### config.mk
export PLATFORM = sky130hd
export DESIGN_NAME = smt_scan
export DESIGN_NICKNAME = d
export VERILOG_FILES = /design/src/sv/smt_pkg.sv /design/src/sv/smt_scan.sv
export SDC_FILE = /design/constraint.sdc
export NUM_CORES = 1
export LEC_CHECK = 0
export BUFFER_PORTS_ARGS = -buffer_cell sky130_fd_sc_hd__buf_2
export CELL_PAD_IN_SITES_DETAIL_PLACEMENT = 1
export CELL_PAD_IN_SITES_GLOBAL_PLACEMENT = 1
export CORE_MARGIN = 2
export CORE_UTILIZATION = 18
export DETAILED_ROUTE_END_ITERATION = 7
export GPL_ROUTABILITY_DRIVEN = 0
export PLACE_DENSITY_LB_ADDON = 0.1
export SYNTH_ARGS = -nofsm -noshare
export SYNTH_HDL_FRONTEND = slang
export SYNTH_SLANG_ARGS = --single-unit
export TNS_END_PERCENT = 1
### constraint.sdc
create_clock -name vclk -period 1.1
set_input_delay 0.055 -clock vclk [all_inputs]
set_output_delay 0.055 -clock vclk [all_outputs]
set_load 0.1 [all_outputs]
### src/sv/smt_pkg.sv
// ----------------------------------------------------------------------------
// Sorted multiset table package
// Shared request and response types, operation codes and cell control struct.
// ----------------------------------------------------------------------------
`default_nettype none

package smt_pkg;

    // Default number of table slots.
    localparam int SMT_CAPACITY = 64;

    // Field widths fixed by the request and response formats.
    localparam int FUNC_W  = 3;
    localparam int VALUE_W = 32;
    localparam int COUNT_W = 7;

    // Operation codes.
    localparam logic [FUNC_W-1:0] OP_INSERT   = 3'd0;
    localparam logic [FUNC_W-1:0] OP_REMOVE   = 3'd1;
    localparam logic [FUNC_W-1:0] OP_FIND     = 3'd2;
    localparam logic [FUNC_W-1:0] OP_COUNT    = 3'd3;
    localparam logic [FUNC_W-1:0] OP_DISTINCT = 3'd4;

    // One request.
    typedef struct packed {
        logic [FUNC_W-1:0]         func;
        logic signed [VALUE_W-1:0] value;
    } smt_req_t;

    // One response.
    typedef struct packed {
        logic               found;
        logic [COUNT_W-1:0] tally;
        logic [COUNT_W-1:0] fill;
        logic               overflow;
    } smt_rsp_t;

    // Command broadcast to every cell of the chain.
    typedef struct packed {
        logic                      compare;
        logic                      do_insert;
        logic                      do_remove;
        logic signed [VALUE_W-1:0] key;
    } smt_cell_ctrl_t;

endpackage

`default_nettype wire

### src/sv/smt_scan.sv
// ----------------------------------------------------------------------------
// Sorted multiset table boundary scan
// Turns the thermometer-coded compare flags of the cell chain into the
// lower and upper bound slots and a hit flag.
// ----------------------------------------------------------------------------
`default_nettype none

module smt_scan
    import smt_pkg::*;
#(
    parameter int CAPACITY = SMT_CAPACITY,
    parameter int OCC_W    = 7
) (
    input  wire logic [CAPACITY-1:0] le,
    input  wire logic [CAPACITY-1:0] lt,
    input  wire logic [CAPACITY-1:0] eq,
    output logic [OCC_W-1:0]         upper,
    output logic [OCC_W-1:0]         lower,
    output logic                     hit
);

    logic [CAPACITY:0] le_ext;
    logic [CAPACITY:0] lt_ext;

    assign le_ext = {1'b0, le};
    assign lt_ext = {1'b0, lt};

    // The flags form a prefix of ones; the bound is the slot after the last one.
    always_comb begin
        upper = '0;
        lower = '0;
        for (int i = 0; i < CAPACITY; i++) begin
            if (le_ext[i] && !le_ext[i+1]) begin
                upper = upper | OCC_W'(i + 1);
            end
            if (lt_ext[i] && !lt_ext[i+1]) begin
                lower = lower | OCC_W'(i + 1);
            end
        end
    end

    assign hit = |eq;

endmodule

`default_nettype wire

==> flow_summary.yaml <==
yosys:
  yosysMostFrequentCell: "nand2b_1"
  synthCells: 265
  synth_cell_types: 18
  synth_warnings: 0
  synth-simple-area-share_pct: 62.2
  synthTopCellsByArea: "nand2b_1, o2111ai_1, inv_1"
  synth_nets: 457
  synth_xor_area_share_pct: 0
  synth_mux_area_share_pct: 0
  synth_commonest_cells: "nand2b_1, inv_1, o21ai_0, nor4_1, o2111ai_1"
  synthAdderAreaFrac_pct: 0
  synth_compound_area_share_pct: 25.3
  synth_top_family_by_area: "simple AND/OR/NAND/NOR gates"
  yosys.area.top_type: "nand2b_1"
  synth.cell_area_um2: 1530
  ys_seq_area_share_pct: 0
  yosysTopAreaCellShare_pct: 30.3
  syn_avg_cell_area_um2: 5.77
global_route:
  antenna_found_initial: 1
  grt_pass1_wl_mm: 14.9
  grt_pass1_vias: 3252
  grt-ovfl-total: 0
  grtUsageTotal_pct: 20.2
  grt_start_max_net_pins: 4
power_and_ir_drop:
  cellPowerDensity_nw_per_um2: 335
  p_total_uw: 1170
  irDropWorstVdd_mv: 0.125
  power.leakage_uw: 0.00186
floorplan:
  fp.dieH_um: 96.2
  die-area_um2: 9250
  die_x_um: 96.2
  ios: 207
  initial_core_util_pct: 18.6
  core_area_um2: 8220
  rows: 33
critical_path:
  critPathMaxFanout: 1
  cp.arrival_ns: 1.39
  critPathKind: "input port to primary output"
  end_kind: "primary output"
  worst-endpoint-required_ns: 1.04
  cp-start-kind: "input port"
  critPathMaxStageDelay_ns: 0.52
  path_cells: "buf_6 > nor4_4 > buf_4 > nand4_1 > or4_4 > buf_12"
  crit_path_top_delay_cell: "or4_4"
drt:
  dr.pass1.iters: 4
  drt_iter0_drc: 47
  wirelength_mm: 9.73
  post-route-drc-count: 0
  ant_nets: 0
  vias: 3059
  detail_route.vias_per_cell: 4.75
  wire_per_inst_um: 15.1
timing:
  relSlewSlack_pct: 68.0
  hold_violations: 0
  min_period_over_period_pct: 132
  setup_viol: 13
  fin_setup_tns_ns: -1.77
  min_period_ns: 1.45
  worst_pin_slew_ns: 0.484
  drv_slew: 0
  fmax_mhz: 691
  fin_ws_ns: -0.348
  rsz0062_at_grt: "true"
cts:
  post-cts-setup-buffer-count: 0
  ctsHoldBuffers: 0
layout:
  syn_to_final_growth_pct: 129
  n_clock_buffer: 0
  regArea_um2: 0
  nets: 732
  fin_util_pct: 42.6
  layout-drive-gt1-share_pct: 55.9
  n_sequential_cell: 0
  final_area_um2: 3500
outcome:
  status: "finished, violations left"
  violations: "setup timing"
place:
  dpl-instance-area_um2: 3320
  dp_hpwl_mm: 9.25
  numPortBuffers: 207
job:
  drv_cap: 0
worst_hold_path:
  holdCritPathClass: "input port to primary output"
## per-stage QoR
step / hold slack (ns) / worst slack [ns] / std cells
finish: 0.494 / -0.348 / 644
global route: 0.505 / -0.414 / 644
CTS: 0.495 / -0.381 / 643
detailed placement: 0.494 / -0.608 / 643
global placement: 0.491 / -0.612 / 643
floorplan: 0.322 / -0.484 / 265
## timing repair
action / CTS / global route
pin swaps: 11 / 3
resized for setup: 38 / 7
setup endpoints to repair: 13 / 13
## cell type report
type	instances	area, µm²
inverters	47	176
multi-input cells	216	1510
repair buffers	275	1680
well taps	105	131
fillers	1113	4710
diodes	1	2.50
## worst max-delay path, delay by kind of cell
family | cells | cell delay [ns]
buffers and inverters | 3 | 0.42
AND/OR/NAND/NOR | 3 | 0.90
## routing by layer
layer | track usage [%] | part of all wire [%] | up-vias
li1 | - | - | 1531
met1 | 25.7 | 41 | 1397
met2 | 38.1 | 52 | 125
met3 | 1.17 | 6.3 | 6
met4 | 2.02 | 0.74 | 0
met5 | 0 | 0 | -
## path summary, 6_finish.rpt
check	endpoint	from	depth (start not counted)
max	hit	eq[2]	6
min	lower[6]	lt[63]	2
## power by group
group            leakage, µW  switching [µW]  total (µW)  internal [µW]
Clock          0.00000000634               0    0.000122       0.000122
Sequential                 0               0           0              0
Combinational        0.00186             549        1170            624
Total                0.00186             549        1170            624
## kinds of logic after synthesis
group / Yosys count
buffers and inverters: 49
AND/OR/NAND/NOR: 160
AO/OA/AOI/OAI: 56
## placed cells by master (no fill, tap or decap), drive strengths merged
cell / n
nor4: 29
inv: 47
nor2b: 2
nand4: 19
o21ai: 29
o2bb2ai: 1
or4: 1
nand2b: 74
nor3: 15
a21boi: 1
buf: 275
diode: 1
o221ai: 2
o2111ai: 22
nor2: 4
nand2: 6
a2111oi: 1
nand3: 10
(Power assumes the default switching activity.)
