`config.mk`:
```
export PLATFORM = sky130hd
export DESIGN_NAME = smt_cell
export DESIGN_NICKNAME = d
export VERILOG_FILES = /design/src/sv/smt_pkg.sv /design/src/sv/smt_cell.sv
export SDC_FILE = /design/constraint.sdc
export NUM_CORES = 1
export LEC_CHECK = 0
export ABC_AREA = 0
export BUFFER_PORTS_ARGS = -buffer_cell sky130_fd_sc_hd__buf_2
export CAP_MARGIN = 20
export CORE_MARGIN = 2
export CORE_UTILIZATION = 41
export CTS_CLUSTER_DIAMETER = 50
export DETAILED_ROUTE_END_ITERATION = 6
export PLACE_DENSITY = 0.78
export SLEW_MARGIN = 20
export SYNTH_ARGS = -nofsm -noshare
export SYNTH_HDL_FRONTEND = slang
export SYNTH_SLANG_ARGS = --single-unit
```
`constraint.sdc`:
```
create_clock -name aclk -period 3.1 [get_ports aclk]
set_input_delay 0.31 -clock aclk [delete_from_list [all_inputs] [get_ports aclk]]
set_output_delay 0.31 -clock aclk [all_outputs]
set_load 0.02 [all_outputs]
```
`src/sv/smt_pkg.sv`:
```
// ----------------------------------------------------------------------------
// Sorted multiset table package
// Shared request and response types, operation codes and cell control struct.
// ----------------------------------------------------------------------------
`default_nettype none

package smt_pkg;

    // Default number of table slots.
    localparam int SMT_CAPACITY = 64;

    // Field widths fixed by the request and response formats.
    localparam int FUNC_W  = 3;
    localparam int VALUE_W = 32;
    localparam int COUNT_W = 7;

    // Operation codes.
    localparam logic [FUNC_W-1:0] OP_INSERT   = 3'd0;
    localparam logic [FUNC_W-1:0] OP_REMOVE   = 3'd1;
    localparam logic [FUNC_W-1:0] OP_FIND     = 3'd2;
    localparam logic [FUNC_W-1:0] OP_COUNT    = 3'd3;
    localparam logic [FUNC_W-1:0] OP_DISTINCT = 3'd4;

    // One request.
    typedef struct packed {
        logic [FUNC_W-1:0]         func;
        logic signed [VALUE_W-1:0] value;
    } smt_req_t;

    // One response.
    typedef struct packed {
        logic               found;
        logic [COUNT_W-1:0] tally;
        logic [COUNT_W-1:0] fill;
        logic               overflow;
    } smt_rsp_t;

    // Command broadcast to every cell of the chain.
    typedef struct packed {
        logic                      compare;
        logic                      do_insert;
        logic                      do_remove;
        logic signed [VALUE_W-1:0] key;
    } smt_cell_ctrl_t;

endpackage

`default_nettype wire

```
`src/sv/smt_cell.sv`:
```
// ----------------------------------------------------------------------------
// Sorted multiset table cell
// Holds one table entry, compares it with the broadcast key and shifts
// toward or away from its neighbors on insert and remove.
// ----------------------------------------------------------------------------
`default_nettype none

module smt_cell
    import smt_pkg::*;
#(
    parameter int IDX   = 0,
    parameter int OCC_W = 7
) (
    input  wire logic                      aclk,
    input  wire smt_cell_ctrl_t            ctrl,
    input  wire logic [OCC_W-1:0]          occ,
    input  wire logic signed [VALUE_W-1:0] prev_entry,
    input  wire logic                      prev_le,
    input  wire logic signed [VALUE_W-1:0] next_entry,
    output logic signed [VALUE_W-1:0]      entry,
    output logic                           le,
    output logic                           lt,
    output logic                           eq
);

    logic signed [VALUE_W-1:0] entry_reg;
    logic signed [VALUE_W-1:0] entry_next;
    logic                      le_reg, lt_reg, eq_reg;
    logic                      slot_used;

    // The slot is part of the table when its index is below the fill.
    assign slot_used = (OCC_W'(IDX) < occ);

    // Compare stage: flags are masked so that unused slots count as larger.
    always_ff @(posedge aclk) begin
        if (ctrl.compare) begin
            le_reg <= slot_used && (entry_reg <= ctrl.key);
            lt_reg <= slot_used && (entry_reg <  ctrl.key);
            eq_reg <= slot_used && (entry_reg == ctrl.key);
        end
    end

    // Shift stage: insert moves larger entries up, remove pulls entries not below the key down.
    always_comb begin
        entry_next = entry_reg;
        if (ctrl.do_insert && !le_reg) begin
            entry_next = prev_le ? ctrl.key : prev_entry;
        end else if (ctrl.do_remove && !lt_reg) begin
            entry_next = next_entry;
        end
    end

    always_ff @(posedge aclk) begin
        entry_reg <= entry_next;
    end

    assign entry = entry_reg;
    assign le    = le_reg;
    assign lt    = lt_reg;
    assign eq    = eq_reg;

endmodule

`default_nettype wire

```
==> results.cfg, run 1 <==
[layout]
drive_gt1_frac = 0.3753
largest_register_ffs = 32
syn_to_final_growth_pct = 33.37
diodes = 0
fin_nets = 546

[floorplan]
core_area_um2 = 5991
die_h_um = 82.98
pin_count = 143
die-area_um2 = 6886
die_x_um = 82.98
rows = 28
initial_utilization = 0.4269

[synth]
ys_top_cells_by_area = edfxtp_1, ha_1, mux2i_1
synth.most_common_cell = nand2_1
syn-cell-area_um2 = 2557
ys_seq_area_frac = 0.4110
yosysTopAreaCellShare = 0.4110
ys_ff_latch = 35
synth_warnings = 0
synth.largest_area_cell = edfxtp_1
synth-edff-count = 35
syn_inst = 267
synthFlopType = edfxtp_1
avgSynthCellArea_um2 = 9.578
synth_cell_types = 26
synth_nets = 407
synthTopCellsByCount = nand2_1, o21ai_0, edfxtp_1, inv_1
postSynth.asyncResetShare = 0

[global_route]
grtUsageTotal = 0.1834
grt_max_degree = 37
grt_pass1_wl_um = 10400
antenna_found_initial = 0
grt_overflow = 0
grt_pass1_vias = 2435

[routing]
final_antenna_net_count = 0
drtPass1Iterations = 4
avgViaCountPerCell = 5.052
drc = 0
drtIter0Drc = 71
dr_total_vias = 2425
routed_wl_um = 6374
wire_per_inst_um = 13.28

[power]
p_total_mw = 1.584
power_frac_seq = 0.430
ir_drop_uv = 268.5
switching_share = 0.3538
power.switching_mw = 0.5605
intPower_mw = 1.024
p_clk_frac = 0.191
combPwrFrac = 0.379
p_leak_nw = 1.819
powerDensity_nw_per_um2 = 464.4

[worst_hold_path]
hold_class = in2reg

[timing]
rsz0062_at_grt = false
maxSlewViolCount = 0
worst_clock_skew_ps = 3.855
fmax_mhz = 463.6
fin_setup_tns_ps = 0
finalSetupViolCount = 0
finalHoldViolCount = 0
tightest_slew_ps = 1027
relSlewSlack = 0.3131
fin_crit_sh = 0.6958
min_period_ps = 2157

[cts]
cts_buffers = 5
cts_buffer_depth = 2
cts_root_buf = clkbuf_8
cts_resized = 0
postCtsHoldBufs = 0
clk-insertion-delay-late_ps = 280
postCtsSetupRepairBufs = 0
htreeDepth = 2
tritoncts = done
path_clk_slew_ps = 70
cts.sinks = 35

[job]
maxCapViolCount = 0

[critical_path]
required_ps = 3250
crit_type = reg2reg
critPathCaptureType = flip-flop
path_max_fanout = 3
worstPathArrival_ps = 2310
cp-start-kind = flip-flop

[status]
outcome = finished, final reports clean

[placement]
io_buffers = 142
gp_congestion = 0.7890
dpl.hpwl_um = 5137
-- placed cells by master, fill, tap and decap left out --
cell type  instances
buf_2            142
nand2_1           42
o21ai_0           36
inv_1             35
edfxtp_1          35
mux2i_1           32
ha_1              32
a21oi_1           13
nand4_1            6
clkbuf_8           5
nor2_1             4
nand3_1            3
nor4_1             2
a211oi_1           2
nand3b_1           2
nand2b_2           1
or4_1              1
nor4_2             1
nor3_1             1
and3_1             1
a21o_1             1
a21oi_2            1
a221o_1            1
a211o_1            1
o211ai_1           1
a2111o_1           1
o21ai_4            1
clkbuf_1           1
buf_4              1
-- metal layers --
metal,GRT usage,wire length [µm]
met5,0,0
met4,0.04173,57
met3,0.05567,463
met2,0.3343,3205
met1,0.2098,2647
-- critical path, cell delays in order, from the launching register on --
cell      delay [ps]
edfxtp_1         380
ha_1             340
a21oi_2          150
nand2_1           70
a221o_1          330
a211o_1          240
a2111o_1         430
nand3b_1          90
-- cells by family (layout without fill, tap and decap cells) --
kind of cell,after synthesis,in the layout,share of synthesized area
AND/OR/NAND/NOR,64,64,0.1135
adder cells (fa/ha/maj),32,32,0.1566
multiplexers,32,32,0.1252
flip-flops,35,35,0.4110
AO/OA/AOI/OAI,58,58,0.1248
buffers and inverters,46,184,0.06898
-- power groups by stage --
stage | Clock (mW) | Sequential (mW) | Combinational (mW)
after global placement | 0 | 0.687 | 0.585
after floorplan | 0 | 0.790 | 0.273
after global routing | 0.334 | 0.692 | 0.672
final | 0.302 | 0.682 | 0.600
after CTS | 0.308 | 0.682 | 0.609
after detailed placement | 0 | 0.692 | 0.607
-- final timing paths --
check	startpoint	endpoint	slack, ps	depth (start not counted)
worst min register to register	entry[31]	lt	870	4
worst max register to register	entry[14]	le	940	7
worst min-delay path	ctrl[34]	le	280	1
worst max-delay path	entry[14]	le	940	7
-- per-stage QoR --
| stage | setup slack (ps) | cells | hold WS, ps | util | cell area [µm²] |
|---|---|---|---|---|---|
| global placement | 939.2 | 474 | 548.6 | 0.5572 | 3338 |
| CTS | 942.6 | 480 | 266.5 | 0.5693 | 3411 |
| detailed placement | 877.1 | 474 | 562.3 | 0.5572 | 3338 |
| finish | 943.0 | 480 | 275.5 | 0.5693 | 3411 |
| global route | 862.5 | 480 | 271.1 | 0.5693 | 3411 |
| floorplan | 608.4 | 267 | 422.5 | - | 2557 |
-- final cells by class --
class                           instances  area, µm²
Clock buffer                            6      72.57
Fill cell                             554       2580
Inverter                               35      131.4
Multi-Input combinational cell        186       1344
Sequential cell                        35       1051
Tap cell                               75      93.84
Timing Repair Buffer                  143      718.2
Power figures use the tool's default switching activity.
==> run 2: changes to the inputs <==
Settings changed: CORE_UTILIZATION 41 to 45, PLACE_DENSITY 0.78 to 0.81.
Clock period 3.1 ns to 2 ns, I/O delays scaled along.
==> results.cfg, run 2 (synthesis results as in run 1) <==
[status]
outcome = complete, but fails checks
violations = negative setup slack

[global_route]
grt_pass1_wl_um = 10710
grtUsageMet2 = 0.4161
grt_busiest_layer = met2
grt_overflow = 0
grt_max_degree = 65
grt_pass1_vias = 2498
grt_use_met3 = 0.05430
antenna_found_initial = 0
met1_usage = 0.2347
grtUsageTotal = 0.2153

[routing]
routed_wl_um = 6530
dr_total_vias = 2463
drtIter0Drc = 55
avgViaCountPerCell = 5.027
wire_per_inst_um = 13.33
final_antenna_net_count = 0
drc = 0
drtPass1Iterations = 4

[timing]
worst_clock_skew_ps = 6.510
fin_crit_sh = 1.021
maxSlewViolCount = 0
fin_setup_tns_ps = -64.49
timing.final.ws_setup_ps = -41.03
rsz0062_at_grt = true
finalSetupViolCount = 2
min_period_ps = 2041
tightest_slew_ps = 562.4
finalHoldViolCount = 0
fmax_mhz = 490.0
relSlewSlack = 0.6236

[layout]
largest_register_ffs = 32
syn_to_final_growth_pct = 40.12
diodes = 0
multi_input_area_um2 = 1398
design_area_um2 = 3583
final_common_cell = buf_2
register_area_um2 = 1051
stdcell_count = 490
fin_util = 0.6508
mostFrequentLayoutCells = buf_2, nand2_1, inv_1, o21ai_0, edfxtp_1
fin_nets = 559
drive_gt1_frac = 0.4067
fillers = 471

[critical_path]
required_ps = 2140
path_max_fanout = 2
crit_type = reg2reg
critPathCaptureType = flip-flop
worstPathArrival_ps = 2180
cp-start-kind = flip-flop
ff2ff_path_depth = 7

[placement]
io_buffers = 142
dpl_cell_area_um2 = 3440
placedCellCount = 480
gp_congestion = 0.7711
dpl.hpwl_um = 5288

[floorplan]
pin_count = 143
rows = 27
die-area_um2 = 6302
initial_utilization = 0.4644
die_h_um = 79.39
die_x_um = 79.39
core_area_um2 = 5507

[worst_hold_path]
hold_class = in2reg
hold_depth = 1

[cts]
clk-insertion-delay-late_ps = 280
cts_buffers = 5
tritoncts = done
postCtsHoldBufs = 0
htreeDepth = 2
cts_root_buf = clkbuf_8
cts_buffer_depth = 2
cts.sinks = 35
path_clk_slew_ps = 70

[power]
p_leak_nw = 1.892
powerDensity_nw_per_um2 = 707.6
ir_drop_uv = 370.8

[job]
maxCapViolCount = 0
[run 2: changes by cell type in the layout (fill, tap and decap cells not counted)]
cell     delta
a21oi_2     +1
buf_12      +2
a21oi_1     -1
o21ai_1     +1
o21ai_0     -1
ha_1        -4
buf_4      +11
ha_4        +4
[run 2: worst paths after layout]
| kind | to | slack, ps | startpoint |
|---|---|---|---|
| worst max register to register | le | -40 | entry[5] |
| worst max-delay path | le | -40 | entry[5] |
| worst min register to register | entry[28] | 780 | lt |
| worst min-delay path | eq | 160 | ctrl[34] |
[run 2: critical path, cell delays in order, from the launching register on]
cell      delay [ps]
edfxtp_1         440
ha_4             240
a21oi_1          120
o21ai_1           80
a221o_1          340
a211o_1          230
a2111o_1         380
nand3b_1          90
[run 2: stage by stage]
stage               setup slack, ps  total power, mW  hold WS, ps
global placement             -2.477            2.016        440.0
finish                       -41.03            2.536        161.0
CTS                          -55.65            2.549        152.7
floorplan                    -71.32            1.654        312.5
global route                 -130.1            2.733        148.7
detailed placement           -65.77            2.056        442.2
[run 2: cell type report]
| cell class | count | area share |
|---|---|---|
| clock buffer | 6 | 0.02025 |
| inverter | 35 | 0.03666 |
| multi-input combinational | 186 | 0.3900 |
| sequential | 35 | 0.2933 |
| tap | 72 | 0.02514 |
| timing repair buffer | 156 | 0.2346 |
[run 2: power by group]
group	switching, mW	internal [mW]	total [mW]
clock	0.230	0.232	0.462
combinational	0.582	0.433	1.01
sequential	0.0715	0.988	1.06
[run 2: routing by layer]
layer,vias up,share of wire
met5,-,0
met4,0,0.0089
met3,7,0.071
met2,93,0.52
met1,1107,0.40
li1,1256,-
[run 2: timing repair]
| item | in CTS | in global routing |
|---|---|---|
| pin swaps | 5 | 2 |
| gates resized for setup | 4 | 0 |
| buffers inserted | 2 | 2 |
| setup endpoints to repair | 2 | 2 |
